===== src/sv/srtp_pkg.sv =====
// Shared types and constants for the scale, rotate and translate pipeline.
`timescale 1ns / 1ps
package srtp_pkg;

  localparam logic [1:0] REG_SCALES = 2'd0;
  localparam logic [1:0] REG_QUAT   = 2'd1;
  localparam logic [1:0] REG_OFFSET = 2'd2;

  localparam logic [47:0] SCALES_RESET = 48'h1000_1000_1000;
  localparam logic [63:0] QUAT_RESET   = 64'h4000_0000_0000_0000;
  localparam logic [47:0] OFFSET_RESET = 48'h0;

  typedef logic signed [15:0] coef_t;
  typedef logic signed [19:0] vfix_t;
  typedef logic signed [23:0] tfix_t;
  typedef logic signed [27:0] sfix_t;

  typedef struct packed {
    logic               mode;
    logic signed [15:0] in_x;
    logic signed [15:0] in_y;
    logic signed [15:0] in_z;
  } pt_in_t;

  typedef struct packed {
    logic signed [15:0] out_x;
    logic signed [15:0] out_y;
    logic signed [15:0] out_z;
    logic               saturated;
  } pt_out_t;

  typedef struct packed {
    logic valid;
    logic point;
  } ctl_t;

endpackage


===== src/sv/srtp_scale.sv =====
// Per-axis scaling: multiply stage and rounding stage.
`timescale 1ns / 1ps
module srtp_scale import srtp_pkg::*; (
  input  logic   clk,
  input  logic   rst,
  input  logic   in_valid,
  input  pt_in_t req,
  input  coef_t  scale [3],
  output ctl_t   ctl,
  output vfix_t  v [3]
);

  ctl_t               ctl1;
  coef_t              x [3];
  logic signed [31:0] prod [3];

  assign x[0] = req.in_x;
  assign x[1] = req.in_y;
  assign x[2] = req.in_z;

  always_ff @(posedge clk) begin
    if (rst) begin
      ctl1 <= '0;
      ctl  <= '0;
    end else begin
      ctl1 <= '{valid: in_valid, point: !req.mode};
      ctl  <= ctl1;
    end
  end

  for (genvar i = 0; i < 3; i++) begin : g_lane
    always_ff @(posedge clk) begin
      prod[i] <= x[i] * scale[i];
      v[i]    <= vfix_t'((prod[i] + 32'sd2048) >>> 12);
    end
  end

endmodule


===== config.mk =====
export PLATFORM = sky130hd
export DESIGN_NAME = srtp_scale
export DESIGN_NICKNAME = d
export VERILOG_FILES = /design/src/sv/srtp_pkg.sv /design/src/sv/srtp_scale.sv
export SDC_FILE = /design/constraint.sdc
export NUM_CORES = 2
export LEC_CHECK = 0
export BUFFER_PORTS_ARGS = -buffer_cell sky130_fd_sc_hd__buf_2
export CORE_UTILIZATION = 60
export DETAILED_ROUTE_END_ITERATION = 8
export PLACE_DENSITY = 0.78
export REMOVE_ABC_BUFFERS = 1
export SYNTH_ARGS = -nofsm -noshare
export SYNTH_HDL_FRONTEND = slang
export SYNTH_SLANG_ARGS = --single-unit

===== constraint.sdc =====
create_clock -name clk -period 11.8 [get_ports clk]
set_input_delay 1.77 -clock clk [delete_from_list [all_inputs] [get_ports clk]]
set_output_delay 1.77 -clock clk [all_outputs]
set_load 0.05 [all_outputs]

Yosys cells after proc, flatten, opt, wreduce, memory -nomap -nowiden:

Memories as Yosys holds them, arrays and structs flattened.
Cells that the tools add are included.
W data, S select, Z words.

* bits in registers: 64
* output and inout bits: 62
* memories: 1
* memory bits (writable): 96
* input port bits: 100

* reductions and logical operators: 1
* add/sub/neg operators: 3
* multipliers: 3

Memories
* prod: depth 3, width 32, rd ports 3, clocked after Yosys merged registers in 0, write ports 3, line srtp_scale.sv:15 `logic signed [31:0] prod [3];`

Operators with widths (number)
* $add A32 B13 Y32 const B: 3
* $mul A16 B16 Y32: 3
* $logic_not A1 Y1: 1

Longest topological paths before layout:

* depth in word-level cells: 1
* mapped depth: 24

Worst setup path after synthesis:

OpenSTA, ideal clock, no wires.

* path type: input to register
* start: in req[7] (netlist name)
* end: mem prod[2][31], in the netlist prod[0][95]
* arrival time: 7311 ps
* slack: 4417 ps
* path buffers: 1
* stages: 23
* required time: 11728 ps
* path through: clkbuf_1 nand2_1 fa_1 inv_1 fa_1 inv_1 fa_1 inv_1 fa_1 fa_1 inv_1 fa_1 inv_1 ha_1 a2111oi_4 nand2_1 nor3_2 a211oi_1 nor3_2 a21oi_2 a311o_2 a21oi_2 xnor2_1

RTL lines
* start: declaration: line srtp_scale.sv:7 `input pt_in_t req,`
* end: declaration: line srtp_scale.sv:15

==> impl_metrics.ini <==
[min_path]
hold_class = register to register

[floorplanning]
die_h_um = 232
core.rowCount = 83
die_area_sq_um = 53800
die_w_um = 232
io_pins = 162
start_util_pct = 61.3
core_sq_um = 51700

[clocking]
cts_root_buffer = clkbuf_16
insertion_delay_ns = 0.43
clock-sinks = 127
clk_pin_slew_ns = 0.06
h-tree-depth = 4
hold_buffers = 0
ctsResizeCount = 0
cts_buffers = 17
clk_path_buf_depth = 2
cts_tree = done
cts_setup_buffers = 0

[worst_setup_path]
cp.required_ns = 12.16
crit_type = primary input to register
crit_path_frequent_cell = fa_1
startpoint_type = primary input
path_cells = buf_2, nand2_1, fa_1, inv_1, fa_1, inv_1, fa_1, inv_1, fa_1, fa_1, inv_1, fa_1, inv_1, ha_1, and2_1, a311o_1, a221oi_1, o2bb2ai_1, a211o_1, nor3_2, a21oi_1, a21oi_1, xnor2_1
slowest_stage = fa_1
end_kind = register
critPathArrivalTime_ns = 7.96
slowest_delay_ns = 0.54
crit_path_max_fanout = 16

[sta]
setup_viol = 0
max_freq_ghz = 0.132
skew_ns = 0.0142
grt_setup_unrepaired = false
slew_headroom_pct = 53.8
finalSetupTns_ns = 0
worst_pin_slew_ns = 0.687
min_period_over_period_pct = 64.4
fin_crit_ns = 7.60
maxSlewViolCount = 0
hold_violations = 0

[logic_synthesis]
synth_area_leaders = fa_1 (49%), inv_1 (10%), ha_1 (9.5%), dfxtp_1 (8.0%), and2_1 (7.2%)
yosysWarnings = 0
synth_area_sq_um = 31700
synthFlopType = dfxtp_1
synth_cells = 3339
synthDistinctLibCells = 54
synth_top_area_share_pct = 49.4
avgSynthCellArea_sq_um = 9.50
synth_area_leader_cell = fa_1
ys_ff_latch = 127
ys_seq_area_share_pct = 8.02
async_flop_share_pct = 0
synth-edff-count = 0

[global_route]
track_usage_pct = 27.5
antenna_found_initial = 2
groute.layer.met1.usage_pct = 35.9
grt_pass1_vias = 23900
grt_start_max_net_pins = 17
grt-busiest-layer = met2
grt_overflow_total = 0
grt_pass1_wl_mm = 116
use_met2_pct = 46.5
grt_use_met3_pct = 4.99

[detailed_routing]
ant_nets = 0
first_pass_iters = 5
post-route-drc-count = 0
avgViaCountPerCell = 5.27
wl_mm = 67.8
vias = 21700
drt_iter0_markers = 1183
wl_per_cell_um = 16.5

[flow_run]
maxCapViolCount = 0

[finish]
fin_util_pct = 65.0
area_delta_synth_final_pct = 5.93
fin_nets = 4545
drive_gt1_share_pct = 5.97
num_antenna_cells = 0

[run_status]
status = finished, final reports clean

[placement]
port_buffers = 161
hpwlAfterDp_mm = 56.7
gp_congestion = 0.924
-- stage by stage --
stage	worst slack, ns	cell area, sq um	cells	hold slack (ns)
6_report	4.20	33600	4115	0.431
5_1_grt	3.93	33600	4115	0.460
4_1_cts	4.31	33600	4115	0.434
3_5_place_dp	3.91	33000	4083	0.424
3_3_place_gp	3.98	33000	4083	0.418
2_1_floorplan	4.67	31300	3242	0.413
-- worst max-delay path, delay by kind of cell --
| family | cells | cell delay [ns] |
|---|---|---|
| buffers and inverters | 6 | 0.56 |
| adders and majority gates | 7 | 3.34 |
| AOI/OAI and AO/OA | 6 | 1.70 |
| and+or+nand+nor | 3 | 0.45 |
| xor gates and xnor gates | 1 | 0.13 |
-- Yosys cell counts (7+ instances only) --
| master | instances |
|---|---|
| nand2_1 | 389 |
| o21a_1 | 7 |
| nand3_1 | 42 |
| xor2_1 | 33 |
| nand2b_1 | 16 |
| and3_1 | 18 |
| dfxtp_1 | 127 |
| nor2_1 | 96 |
| nor3_1 | 18 |
| a21o_1 | 8 |
| ha_1 | 240 |
| o21ai_0 | 20 |
| xnor2_1 | 107 |
| a21oi_1 | 40 |
| nand4_1 | 15 |
| clkbuf_1 | 95 |
| nor2b_1 | 10 |
| and2_1 | 367 |
| fa_1 | 783 |
| inv_1 | 846 |
-- cell type report --
type	count	area, sq um
clock buffer	17	425
clock inverter	15	164
fill	4169	18100
inverter	846	3180
multi-input combinational	2269	25600
sequential	127	2540
tap	680	851
timing repair buffer	161	806
-- path summary, 6_finish.rpt --
check                                  from          end  slack, ns  cells after the start
worst max-delay path                req[39]  prod[0][31]       4.20                     23
worst min-delay path            prod[0][95]        v[19]       0.43                      1
worst max register to register  prod[0][13]        v[55]       9.81                      6
worst min register to register  prod[0][95]        v[19]       0.43                      1
-- cell families (layout without fill, tap and decap cells) --
family                   after synthesis  count (layout)  synth area share, %
AO/OA/AOI/OAI                        120             120                 2.56
XOR/XNOR                             140             140                 3.87
adder cells (fa/ha/maj)             1023            1023                 58.9
buffers and inverters                943            1039                 11.2
flip-flops                           127             127                 8.02
multiplexers                           1               1               0.0316
AND/OR/NAND/NOR                      985             985                 15.5
-- placed cells by master, fill, tap and decap left out, types with 33 or more instances in the layout --
master   netlist  final
buf_2          0    161
dfxtp_1      127    127
nor2_1        96     96
ha_1         240    240
and2_1       367    367
nand3_1       42     42
inv_1        846    846
nand2_1      389    389
fa_1         783    783
a21oi_1       40     40
xor2_1        33     33
xnor2_1      107    107
-- sequential cells by signal, summed over array words and instances, names as in the netlist --
name	flops
v	60
ctl1	2
prod	63
ctl	2
-- layer usage --
metal  wire (um)  share of wire (%)  vias to the layer above
met5           0                  0                        -
met2       33500                 49                      707
met3        4850                7.2                      116
met4        1960                2.9                        0
li1            -                  -                     9831
met1       27500                 41                    11000
Power is left out: the tool's default activity adds up to more than one toggle a clock period on the data nets, which glitch-free logic cannot reach.
