[src/sv/srtp_pkg.sv]
// Shared types and constants for the scale, rotate and translate pipeline.
`timescale 1ns / 1ps
package srtp_pkg;

  localparam logic [1:0] REG_SCALES = 2'd0;
  localparam logic [1:0] REG_QUAT   = 2'd1;
  localparam logic [1:0] REG_OFFSET = 2'd2;

  localparam logic [47:0] SCALES_RESET = 48'h1000_1000_1000;
  localparam logic [63:0] QUAT_RESET   = 64'h4000_0000_0000_0000;
  localparam logic [47:0] OFFSET_RESET = 48'h0;

  typedef logic signed [15:0] coef_t;
  typedef logic signed [19:0] vfix_t;
  typedef logic signed [23:0] tfix_t;
  typedef logic signed [27:0] sfix_t;

  typedef struct packed {
    logic               mode;
    logic signed [15:0] in_x;
    logic signed [15:0] in_y;
    logic signed [15:0] in_z;
  } pt_in_t;

  typedef struct packed {
    logic signed [15:0] out_x;
    logic signed [15:0] out_y;
    logic signed [15:0] out_z;
    logic               saturated;
  } pt_out_t;

  typedef struct packed {
    logic valid;
    logic point;
  } ctl_t;

endpackage

[src/sv/srtp_clamp.sv]
// Final sum, optional translation, saturation and result register.
`timescale 1ns / 1ps
module srtp_clamp import srtp_pkg::*; (
  input  logic    clk,
  input  logic    rst,
  input  ctl_t    ctl_in,
  input  vfix_t   v_in [3],
  input  sfix_t   s_in [3],
  input  coef_t   off [3],
  output logic    result_valid,
  output pt_out_t result
);

  logic signed [29:0] r [3];
  coef_t              q [3];
  logic [2:0]         clip;
  pt_out_t            result_next;

  always_comb begin
    for (int i = 0; i < 3; i++) begin
      r[i] = 30'(v_in[i]) + 30'(s_in[i]) + (ctl_in.point ? 30'(off[i]) : 30'sd0);
      if (r[i] > 30'sd32767) begin
        q[i]    = 16'sh7FFF;
        clip[i] = 1'b1;
      end else if (r[i] < -30'sd32768) begin
        q[i]    = -16'sh8000;
        clip[i] = 1'b1;
      end else begin
        q[i]    = coef_t'(r[i]);
        clip[i] = 1'b0;
      end
    end
    result_next = '{out_x: q[0], out_y: q[1], out_z: q[2], saturated: |clip};
  end

  always_ff @(posedge clk) begin
    if (rst) begin
      result_valid <= 1'b0;
    end else begin
      result_valid <= ctl_in.valid;
    end
  end

  always_ff @(posedge clk) begin
    result <= result_next;
  end

endmodule

[config.mk]
export PLATFORM = sky130hd
export DESIGN_NAME = srtp_clamp
export DESIGN_NICKNAME = d
export VERILOG_FILES = /design/src/sv/srtp_pkg.sv /design/src/sv/srtp_clamp.sv
export SDC_FILE = /design/constraint.sdc
export NUM_CORES = 1
export LEC_CHECK = 0
export BUFFER_PORTS_ARGS = -buffer_cell sky130_fd_sc_hd__buf_2
export CORE_MARGIN = 5
export CORE_UTILIZATION = 59
export CTS_CLUSTER_DIAMETER = 80
export CTS_CLUSTER_SIZE = 14
export DETAILED_ROUTE_END_ITERATION = 6
export PLACE_DENSITY = 0.91
export SETUP_SLACK_MARGIN = 0.05
export SLEW_MARGIN = 20
export SYNTH_ARGS = -nofsm -noshare
export SYNTH_HDL_FRONTEND = slang
export SYNTH_SLANG_ARGS = --single-unit
[constraint.sdc]
create_clock -name clk -period 10.5 [get_ports clk]
set_input_delay 0.525 -clock clk [delete_from_list [all_inputs] [get_ports clk]]
set_output_delay 0.525 -clock clk [all_outputs]
set_load 0.02 [all_outputs]
======== Word-level counts from Yosys, hierarchy flattened ========
Cells that the tools add are included.
word-level totals
  register bits after elaboration ......... 50
  bits in latches ......................... 0
  RAM bits ................................ 0
  memory bits (read-only) ................. 0
  bits of input ports ..................... 196
  output and inout bits ................... 50
  word-level logic and storage cells ...... 30
  memories kept ........................... 0
operators by class
  add/sub/neg operators ................... 6
  multiply operators ...................... 0
  div/mod/pow operators ................... 0
  magnitude comparators ................... 6
  equality and inequality tests ........... 0
  shifts and indexed selects .............. 0
  multiplexer cells ....................... 12
  bitwise gates (word level) .............. 0
  reductions and logical operators ........ 1
operator list
  kind                  count
  $add 29x30->30        3
  $gt 30x16->1 const B  3
  $lt 30x16->1 const B  3
  $mux 30               3
  $add 20x28->29        3
  $mux 16               3
  $mux 1                6
  $reduce_or 3->1       1

======== Logic depth before layout (Yosys ltp) ========
Gate-level depths: netlist of run 1.
  depth after elaboration ................. 6
  gate-level depth with buffers ........... 18
  gate-level depth less buffers ........... 16

======== Least setup slack after synthesis of run 1 ========
Ideal clock, no wire load.
  path type ............................... input to register
  start point ............................. input port ctl_in[0] (netlist name)
  end point ............................... register result[0] (netlist name)
  setup time .............................. 0.130 ns
  arrival time ............................ 4.562 ns
  required time ........................... 10.370 ns
  slack ................................... 5.808 ns
  cell stages on the path ................. 17
  path buffers ............................ 4
  path through ............................ clkbuf_1 -> clkbuf_1 -> and2_1 -> fa_1 -> ha_1 -> buf_2 -> a21o_1 -> a221oi_1 -> o21bai_1 -> a31o_2 -> a31oi_4 -> mux2i_1 -> o211ai_1 -> or4_1 -> buf_4 -> nor3_4 -> o211ai_2
RTL lines
  what                  line              RTL
  from (decl)           srtp_clamp.sv:6   input ctl_t ctl_in,
  to (signal assigned)  srtp_clamp.sv:45  result <= result_next;
  to (decl)             srtp_clamp.sv:11  output pt_out_t result

======== Worst setup path after layout of run 1 ========
  start point ............................. input port ctl_in[0] (netlist name)
  end point ............................... register result[15] (netlist name)
on the way
  longest elaborated chain between the ends .. 4
  elaborated cells on any way between the ends .. 5
  classes of those cells .................. 1 x add/sub; 2 x order compare; 2 x mux
RTL lines
  what              line              RTL
  $mux 30 *         srtp_clamp.sv:21  r[i] = 30'(v_in[i]) + 30'(s_in[i]) + (ctl_in.point ? 30'(off[i]) : 30'sd0);
  $add 29x30->30 *  srtp_clamp.sv:21
  $lt 30x16->1      srtp_clamp.sv:25  end else if (r[i] < -30'sd32768) begin
  $mux 16           srtp_clamp.sv:25
Mark *: on every way between the ends. The rest lies on a longest branch, timed or not.
A chain may end at the register's enable or synchronous reset.

==> results of run 1 <==
## routing by layer
layer / vias to the layer above / wire [microns]
li1: 4315 / -
met1: 4285 / 10500
met2: 389 / 12500
met3: 52 / 1930
met4: 0 / 798
met5: - / 0
## cells by family after synthesis
logic type	Yosys count	share of synthesized area [%]
simple gates	350	21.3
xor+xnor	59	5.78
fa+ha+maj	171	31.2
buf+inv	79	3.71
flops	50	11.2
mux	6	0.686
compound gates	337	26.1
## power breakdown
| part | switching (W) | internal [W] |
|---|---|---|
| clock network | 0.0000685 | 0.0000874 |
| registers | 0.0000361 | 0.000264 |
| logic | 0.000722 | 0.000459 |
| total | 0.000827 | 0.000810 |
## worst max-delay path by stage
stage | cells after the start | to | from | slack, ns
finish | 14 | result[15]$_SDFF_PN1_ | ctl_in[0] | 5.08
global route | 14 | result[15]$_SDFF_PN1_ | ctl_in[0] | 4.55
CTS | 14 | result[4]$_SDFF_PN1_ | ctl_in[0] | 5.17
detailed placement | 14 | result[9]$_SDFF_PN1_ | ctl_in[0] | 4.88
global placement | 14 | result[0]$_DFF_P_ | ctl_in[0] | 4.99
floorplan | 17 | result[0]$_DFF_P_ | ctl_in[0] | 5.81
## metrics by stage
step / power, W / instance area (sq um)
4_1_cts: 0.00163 / 10400
6_report: 0.00164 / 10400
2_1_floorplan: 0.00114 / 8940
3_3_place_gp: 0.00144 / 10200
3_5_place_dp: 0.00146 / 10200
5_1_grt: 0.00176 / 10400
## Yosys cell counts, types with 6 or more instances
library cell  number  area [sq um]
nand3_1           28           140
a211oi_1          17           128
o211ai_1          14           105
and2_1            55           344
buf_2              6          30.0
nor2b_1           10          62.6
xor2_1            28           245
nand2b_1           8          50.1
nor2_1            53           199
o21bai_1          15           113
o21ai_1            7          35.0
nor4_1            10          62.6
or3_1             16           100
xnor2_1           31           272
o21a_1            18           135
a41oi_1            6          52.6
a21oi_1           86           430
clkbuf_1          27           101
inv_1             39           146
a21o_1            25           188
and3_1            13          81.3
o21ai_0           65           325
o31ai_1            7          52.6
fa_1              87          1740
ha_1              84          1050
dfxtp_1           50          1000
o221ai_1           8          70.1
a31oi_1           11          68.8
nor3_1            19          95.1
nand4_1           25           156
nand2_1           76           285
## layout make-up
type | instances | area, sq um | area share [%]
clock inverters | 2 | 13.8 | 0.133
repair buffers | 245 | 1230 | 11.8
clock buffers | 5 | 125 | 1.21
inverters | 39 | 146 | 1.41
multi-input cells | 923 | 7600 | 73.4
flip-flops and latches | 50 | 1000 | 9.66
well taps | 188 | 235 | 2.27
diodes | 4 | 10.0 | 0.0966
## state kept, by name, summed over array words and instances (netlist names)
register and cells:
result_valid 1, result 49
## critical path: stages
cell and delay [ns]:
buf_2 0.57, and2_1 0.74, fa_1 0.54, ha_1 0.46, nand2_1 0.13, o21ai_1 0.60
nor2_1 0.11, o21bai_1 0.17, o41ai_2 0.10, xor2_1 0.18, nor4_1 0.37, nand2_1 0.09
o21ai_1 0.81, o21a_1 0.23
==> results.env, run 1 <==
CTS_MADE_BUFFERS=5
GLOBAL_ROUTE.USAGE.MET1_PCT=35.8
STATUS='completed'
MIN_FROM='rst'
FINAL_MAX_SLEW_VIOL_COUNT=0
ROUTE.VIAS.TOTAL=9041
WORST_HOLD_PATH.ENDPOINT='result_valid$_SDFF_PP0_'
GR-USAGE-MET2_PCT=49.3
USE_MET3_PCT=3.35
CTS.REPORTEDPATHS.CLKPINSLEW_NS=0.07
MAX-SLEW-MARGIN-REL_PCT=31.9
FMAX_MHz=185
DP_SLACK_NS=4.88
NFILLCELLS=1264
PATH_MAX_FANOUT=48
ROUTED_VIA_DENSITY=6.21
DRTITER0DRC=659
SYNTHDISTINCTLIBCELLS=92
DOMINANTREGCELLSYNTH='dfxtp_1'
LEADING_CELL_TYPES_IN_THE_LAYOUT_FILL_AND_TAPS_EXCLUDED='buf_2, fa_1, a21oi_1'
CTS_REPAIR_RESIZE_COUNT=0
FINISH.UTILIZATION_PCT=68.9
POST-ROUTE-DRC-COUNT=0
HTREE_LEVELS=2
DIE_X_MICRONS=133
FIRST_PASS_ITERS=5
BUFFERS_ON_PORTS=245
YOSYSWARNINGS=0
FRACTION_OF_LAYOUT_CELLS_WITH_A_SIZE_SUFFIX_ABOVE_1_PCT=22.8
SETUP.WORST_PATH.START_CLASS='primary input'
ROOT_CELL_OF_THE_CLOCK_TREE='clkbuf_16'
PIN_COUNT=246
GLOBALROUTETOTALUTIL_PCT=28.1
ASYNCSETRESETFLOPFRACSYNTH_PCT=0
SYNTH.AVG_CELL_AREA_SQ_UM=8.50
DESIGN.DIE.AREA_SQ_UM=17700
DETAIL-ROUTE-ANTENNA-NETS=0
REQUIRED_NS=10.73
ROUTE.FINAL.WIRE_LENGTH_MM=25.7
LAYOUT-AREA-OVERHEAD-VS-SYNTH_PCT=15.9
SETUP_VIOLATIONS=0
RSZ_0062_RAISED_AFTER_GLOBAL_ROUTING='no'
PLACEMENT_ROWS=45
SYNTH_SEQ_AREA_SHARE_PCT=11.2
SYNTH-SEQ-CELLS=50
CELLLEAKAGEPOWER_nW=4.70
TOP_USAGE_LAYER='met2'
LARGEST_NET_DEGREE_AT_THE_START_OF_GLOBAL_ROUTING=49
GRT_PASS1_VIAS=8916
MAX-CAP-VIOLATIONS=0
TNS_NS=0
DP.CELLS=1445
CTS_SETUP_BUFFERS=0
TRITONCTS='yes'
CLOCK_SINKS=50
CORE_SQ_UM=15000
GRT_ANTENNA_BEFORE_REPAIR=1
POWER.IR.VDD_WORST_mV=0.104
POST-DP-HPWL_MM=21.8
INSTANCES_NO_FILL=1456
WIRE_PER_INST_MICRONS=17.6
CRITPATHCAPTURETYPE='flop'
WORST_EP_ARRIVAL_TIME_NS=5.64
POST_SYNTH_EDFFS=0
DIE-HEIGHT_MICRONS=133
CTSLONGESTPATHBUFFERS=2
GP_CONGESTION=1.00
GLOBALROUTEOVERFLOWTOTAL=0
START_UTIL_PCT=59.5
HOLDBUFCOUNTCTS=0
FINALNETCOUNT=1631
FINAL_COMMON_CELL='buf_2'
SYNTHESIZED_NETLIST_NET_COUNT=1419
FIN_WS_NS=5.08
MIN_PERIOD_OVER_PERIOD_PCT=51.6
POWERDENSITY_nW_PER_UM2=158
SYN_INST=1052
WORST_HOLD_PATH_TYPE='primary input to flop'
FIRST_PASS_GRT_WIRE_LENGTH_MM=41.8
SETUP_CRIT_PATH_KIND='primary input to flop'
HOLD-PATH-CELL-COUNT=2
HOLD_VIOLATIONS=0
FIN_HOLD_WS_NS=0.382
POST-ROUTE-MIN-PERIOD_NS=5.42
ACTUAL_TRANSITION_AT_THE_WORST_MAX_TRANSITION_PIN_NS=1.01
MAPPEDNETLISTAREA_SQ_UM=8940
No activity file was read; power rests on OpenSTA's default activity.
==> inputs of run 2 (changes only) <==
--- a/config.mk
+++ b/config.mk
@@ -7,11 +7,11 @@
 export LEC_CHECK = 0
 export BUFFER_PORTS_ARGS = -buffer_cell sky130_fd_sc_hd__buf_2
 export CORE_MARGIN = 5
-export CORE_UTILIZATION = 59
+export CORE_UTILIZATION = 55
 export CTS_CLUSTER_DIAMETER = 80
 export CTS_CLUSTER_SIZE = 14
 export DETAILED_ROUTE_END_ITERATION = 6
-export PLACE_DENSITY = 0.91
+export PLACE_DENSITY = 0.85
 export SETUP_SLACK_MARGIN = 0.05
 export SLEW_MARGIN = 20
 export SYNTH_ARGS = -nofsm -noshare
==> constraint.sdc (replaced) <==
create_clock -name clk -period 5.6 [get_ports clk]
set_input_delay 0.28 -clock clk [delete_from_list [all_inputs] [get_ports clk]]
set_output_delay 0.28 -clock clk [all_outputs]
set_load 0.02 [all_outputs]
==> run 2 against run 1 <==
Net effect: wire length decreased by 0.18%; global-route usage down 1.1 points; clock-buffer cell count did not move; combinational power grew 88%; critical path type unchanged.
==> results.env, run 2 (synthesis gave the netlist of run 1 again) <==
HTREE_LEVELS=2
HOLD_VIOLATIONS=0
ROOT_CELL_OF_THE_CLOCK_TREE='clkbuf_16'
GLOBALROUTEOVERFLOWTOTAL=0
POST-ROUTE-DRC-COUNT=0
LAYOUT-AREA-OVERHEAD-VS-SYNTH_PCT=17.2
REQUIRED_NS=5.76
POST-ROUTE-MIN-PERIOD_NS=4.77
GP_CONGESTION=0.937
NFILLCELLS=1376
SETUP_CRIT_PATH_KIND='primary input to flop'
LARGEST_NET_DEGREE_AT_THE_START_OF_GLOBAL_ROUTING=37
FIRST_PASS_GRT_WIRE_LENGTH_MM=41.8
CTS_SETUP_BUFFERS=0
CELLLEAKAGEPOWER_nW=4.75
DP_SLACK_NS=0.530
DP.CELLS=1480
CORE_SQ_UM=15900
WIRE_PER_INST_MICRONS=17.2
LARGEST_REGISTER='result'
ROUTED_VIA_DENSITY=6.05
TRITONCTS='yes'
PLACEMENT_ROWS=46
WORST_EP_ARRIVAL_TIME_NS=4.94
ACTUAL_TRANSITION_AT_THE_WORST_MAX_TRANSITION_PIN_NS=0.949
START_UTIL_PCT=56.3
PATH_MAX_FANOUT=36
ROUTE.VIAS.TOTAL=9009
GRT_ANTENNA_BEFORE_REPAIR=1
FIN_WS_NS=0.826
FINALNETCOUNT=1638
GLOBALROUTETOTALUTIL_PCT=27.0
POWER.IR.VDD_WORST_mV=0.201
LARGEST_REGISTER_FF_COUNT=49
CRITPATHCAPTURETYPE='flop'
BUFFERS_ON_PORTS=245
DESIGN.DIE.AREA_SQ_UM=18900
MAX-CAP-VIOLATIONS=0
FINISH.UTILIZATION_PCT=65.9
LEADING_CELL_TYPES_IN_THE_LAYOUT_FILL_AND_TAPS_EXCLUDED='buf_2, fa_1, a21oi_1'
FINAL_COMMON_CELL='buf_2'
SETUP_VIOLATIONS=0
MAX-SLEW-MARGIN-REL_PCT=36.0
DETAIL-ROUTE-ANTENNA-NETS=0
PIN_COUNT=246
CTS_REPAIR_RESIZE_COUNT=0
CTSLONGESTPATHBUFFERS=2
POST-DP-HPWL_MM=21.7
PLACED_CELL_AREA_SQ_UM=10300
FINAL_MAX_SLEW_VIOL_COUNT=0
POWERDENSITY_nW_PER_UM2=298
ROUTE.FINAL.WIRE_LENGTH_MM=25.6
CTS.REPORTEDPATHS.CLKPINSLEW_NS=0.07
WORST_HOLD_PATH_TYPE='primary input to flop'
FRACTION_OF_LAYOUT_CELLS_WITH_A_SIZE_SUFFIX_ABOVE_1_PCT=23.3
CTS_MADE_BUFFERS=5
LAYOUT_TOP_REGISTERS='result (49), result_valid (1)'
SETUP.WORST_PATH.START_CLASS='primary input'
FMAX_MHz=209
DIE-HEIGHT_MICRONS=137
STATUS='completed'
FIRST_PASS_ITERS=5
RSZ_0062_RAISED_AFTER_GLOBAL_ROUTING='no'
CLOCK_SINKS=50
GRT_PASS1_VIAS=8907
HOLDBUFCOUNTCTS=0
TNS_NS=0
DRTITER0DRC=629
DIE_X_MICRONS=137
MIN_PERIOD_OVER_PERIOD_PCT=85.2
FINAL_DESIGN_AREA_NO_FILL_SQ_UM=10500
INSTANCES_NO_FILL=1489
[run 2: changes by cell type in the layout (fill, tap and decap cells not counted)]
cell	change
buf_4	+7
diode_2	-3
bufinv_16	+1
[run 2: area by class of cell]
type | count | area (sq um) | area share (%)
Multi-Input combinational cell | 923 | 7600 | 72.6
Timing Repair Buffer | 252 | 1280 | 12.2
Sequential cell | 50 | 1000 | 9.56
Tap cell | 216 | 270 | 2.58
Inverter | 39 | 146 | 1.40
Clock buffer | 5 | 125 | 1.19
Clock inverter | 3 | 43.8 | 0.418
Antenna cell | 1 | 2.50 | 0.0239
[run 2: worst paths after layout]
kind,from,end,slack [ns],cells past startpoint
max,ctl_in[0],result[0]$_DFF_P_,0.83,16
min,rst,result_valid$_SDFF_PP0_,0.14,2
[run 2: where the power goes]
| group | internal (W) | switching, W | total (W) |
|---|---|---|---|
| clock | 0.000212 | 0.000138 | 0.000349 |
| combinational | 0.000870 | 0.00135 | 0.00222 |
| sequential | 0.000494 | 0.0000608 | 0.000555 |
| total | 0.00158 | 0.00155 | 0.00313 |
[run 2: worst max-delay path: stages]
cell,delay (ns)
buf_2,0.51
buf_4,0.30
and2_1,0.16
fa_1,0.42
ha_1,0.24
fa_1,0.42
a211oi_1,0.33
o311a_2,0.26
a2bb2oi_2,0.18
o21ai_1,0.15
a2111o_1,0.41
a21o_1,0.20
a221oi_1,0.26
or3b_1,0.40
o21ai_0,0.29
o211ai_2,0.12
[run 2: per-layer routing]
layer	routed length, microns	track usage [%]	up-vias
met2	12500	47.1	436
met1	10500	34.9	4182
li1	-	-	4346
met3	1990	3.03	45
met5	0	0	-
met4	679	8.48	0
[run 2: per-stage QoR]
stage	hold slack, ns	power, W
3_5_place_dp	0.442	0.00274
2_1_floorplan	0.352	0.00214
3_3_place_gp	0.437	0.00271
4_1_cts	0.128	0.00311
5_1_grt	0.133	0.00338
6_report	0.139	0.00313
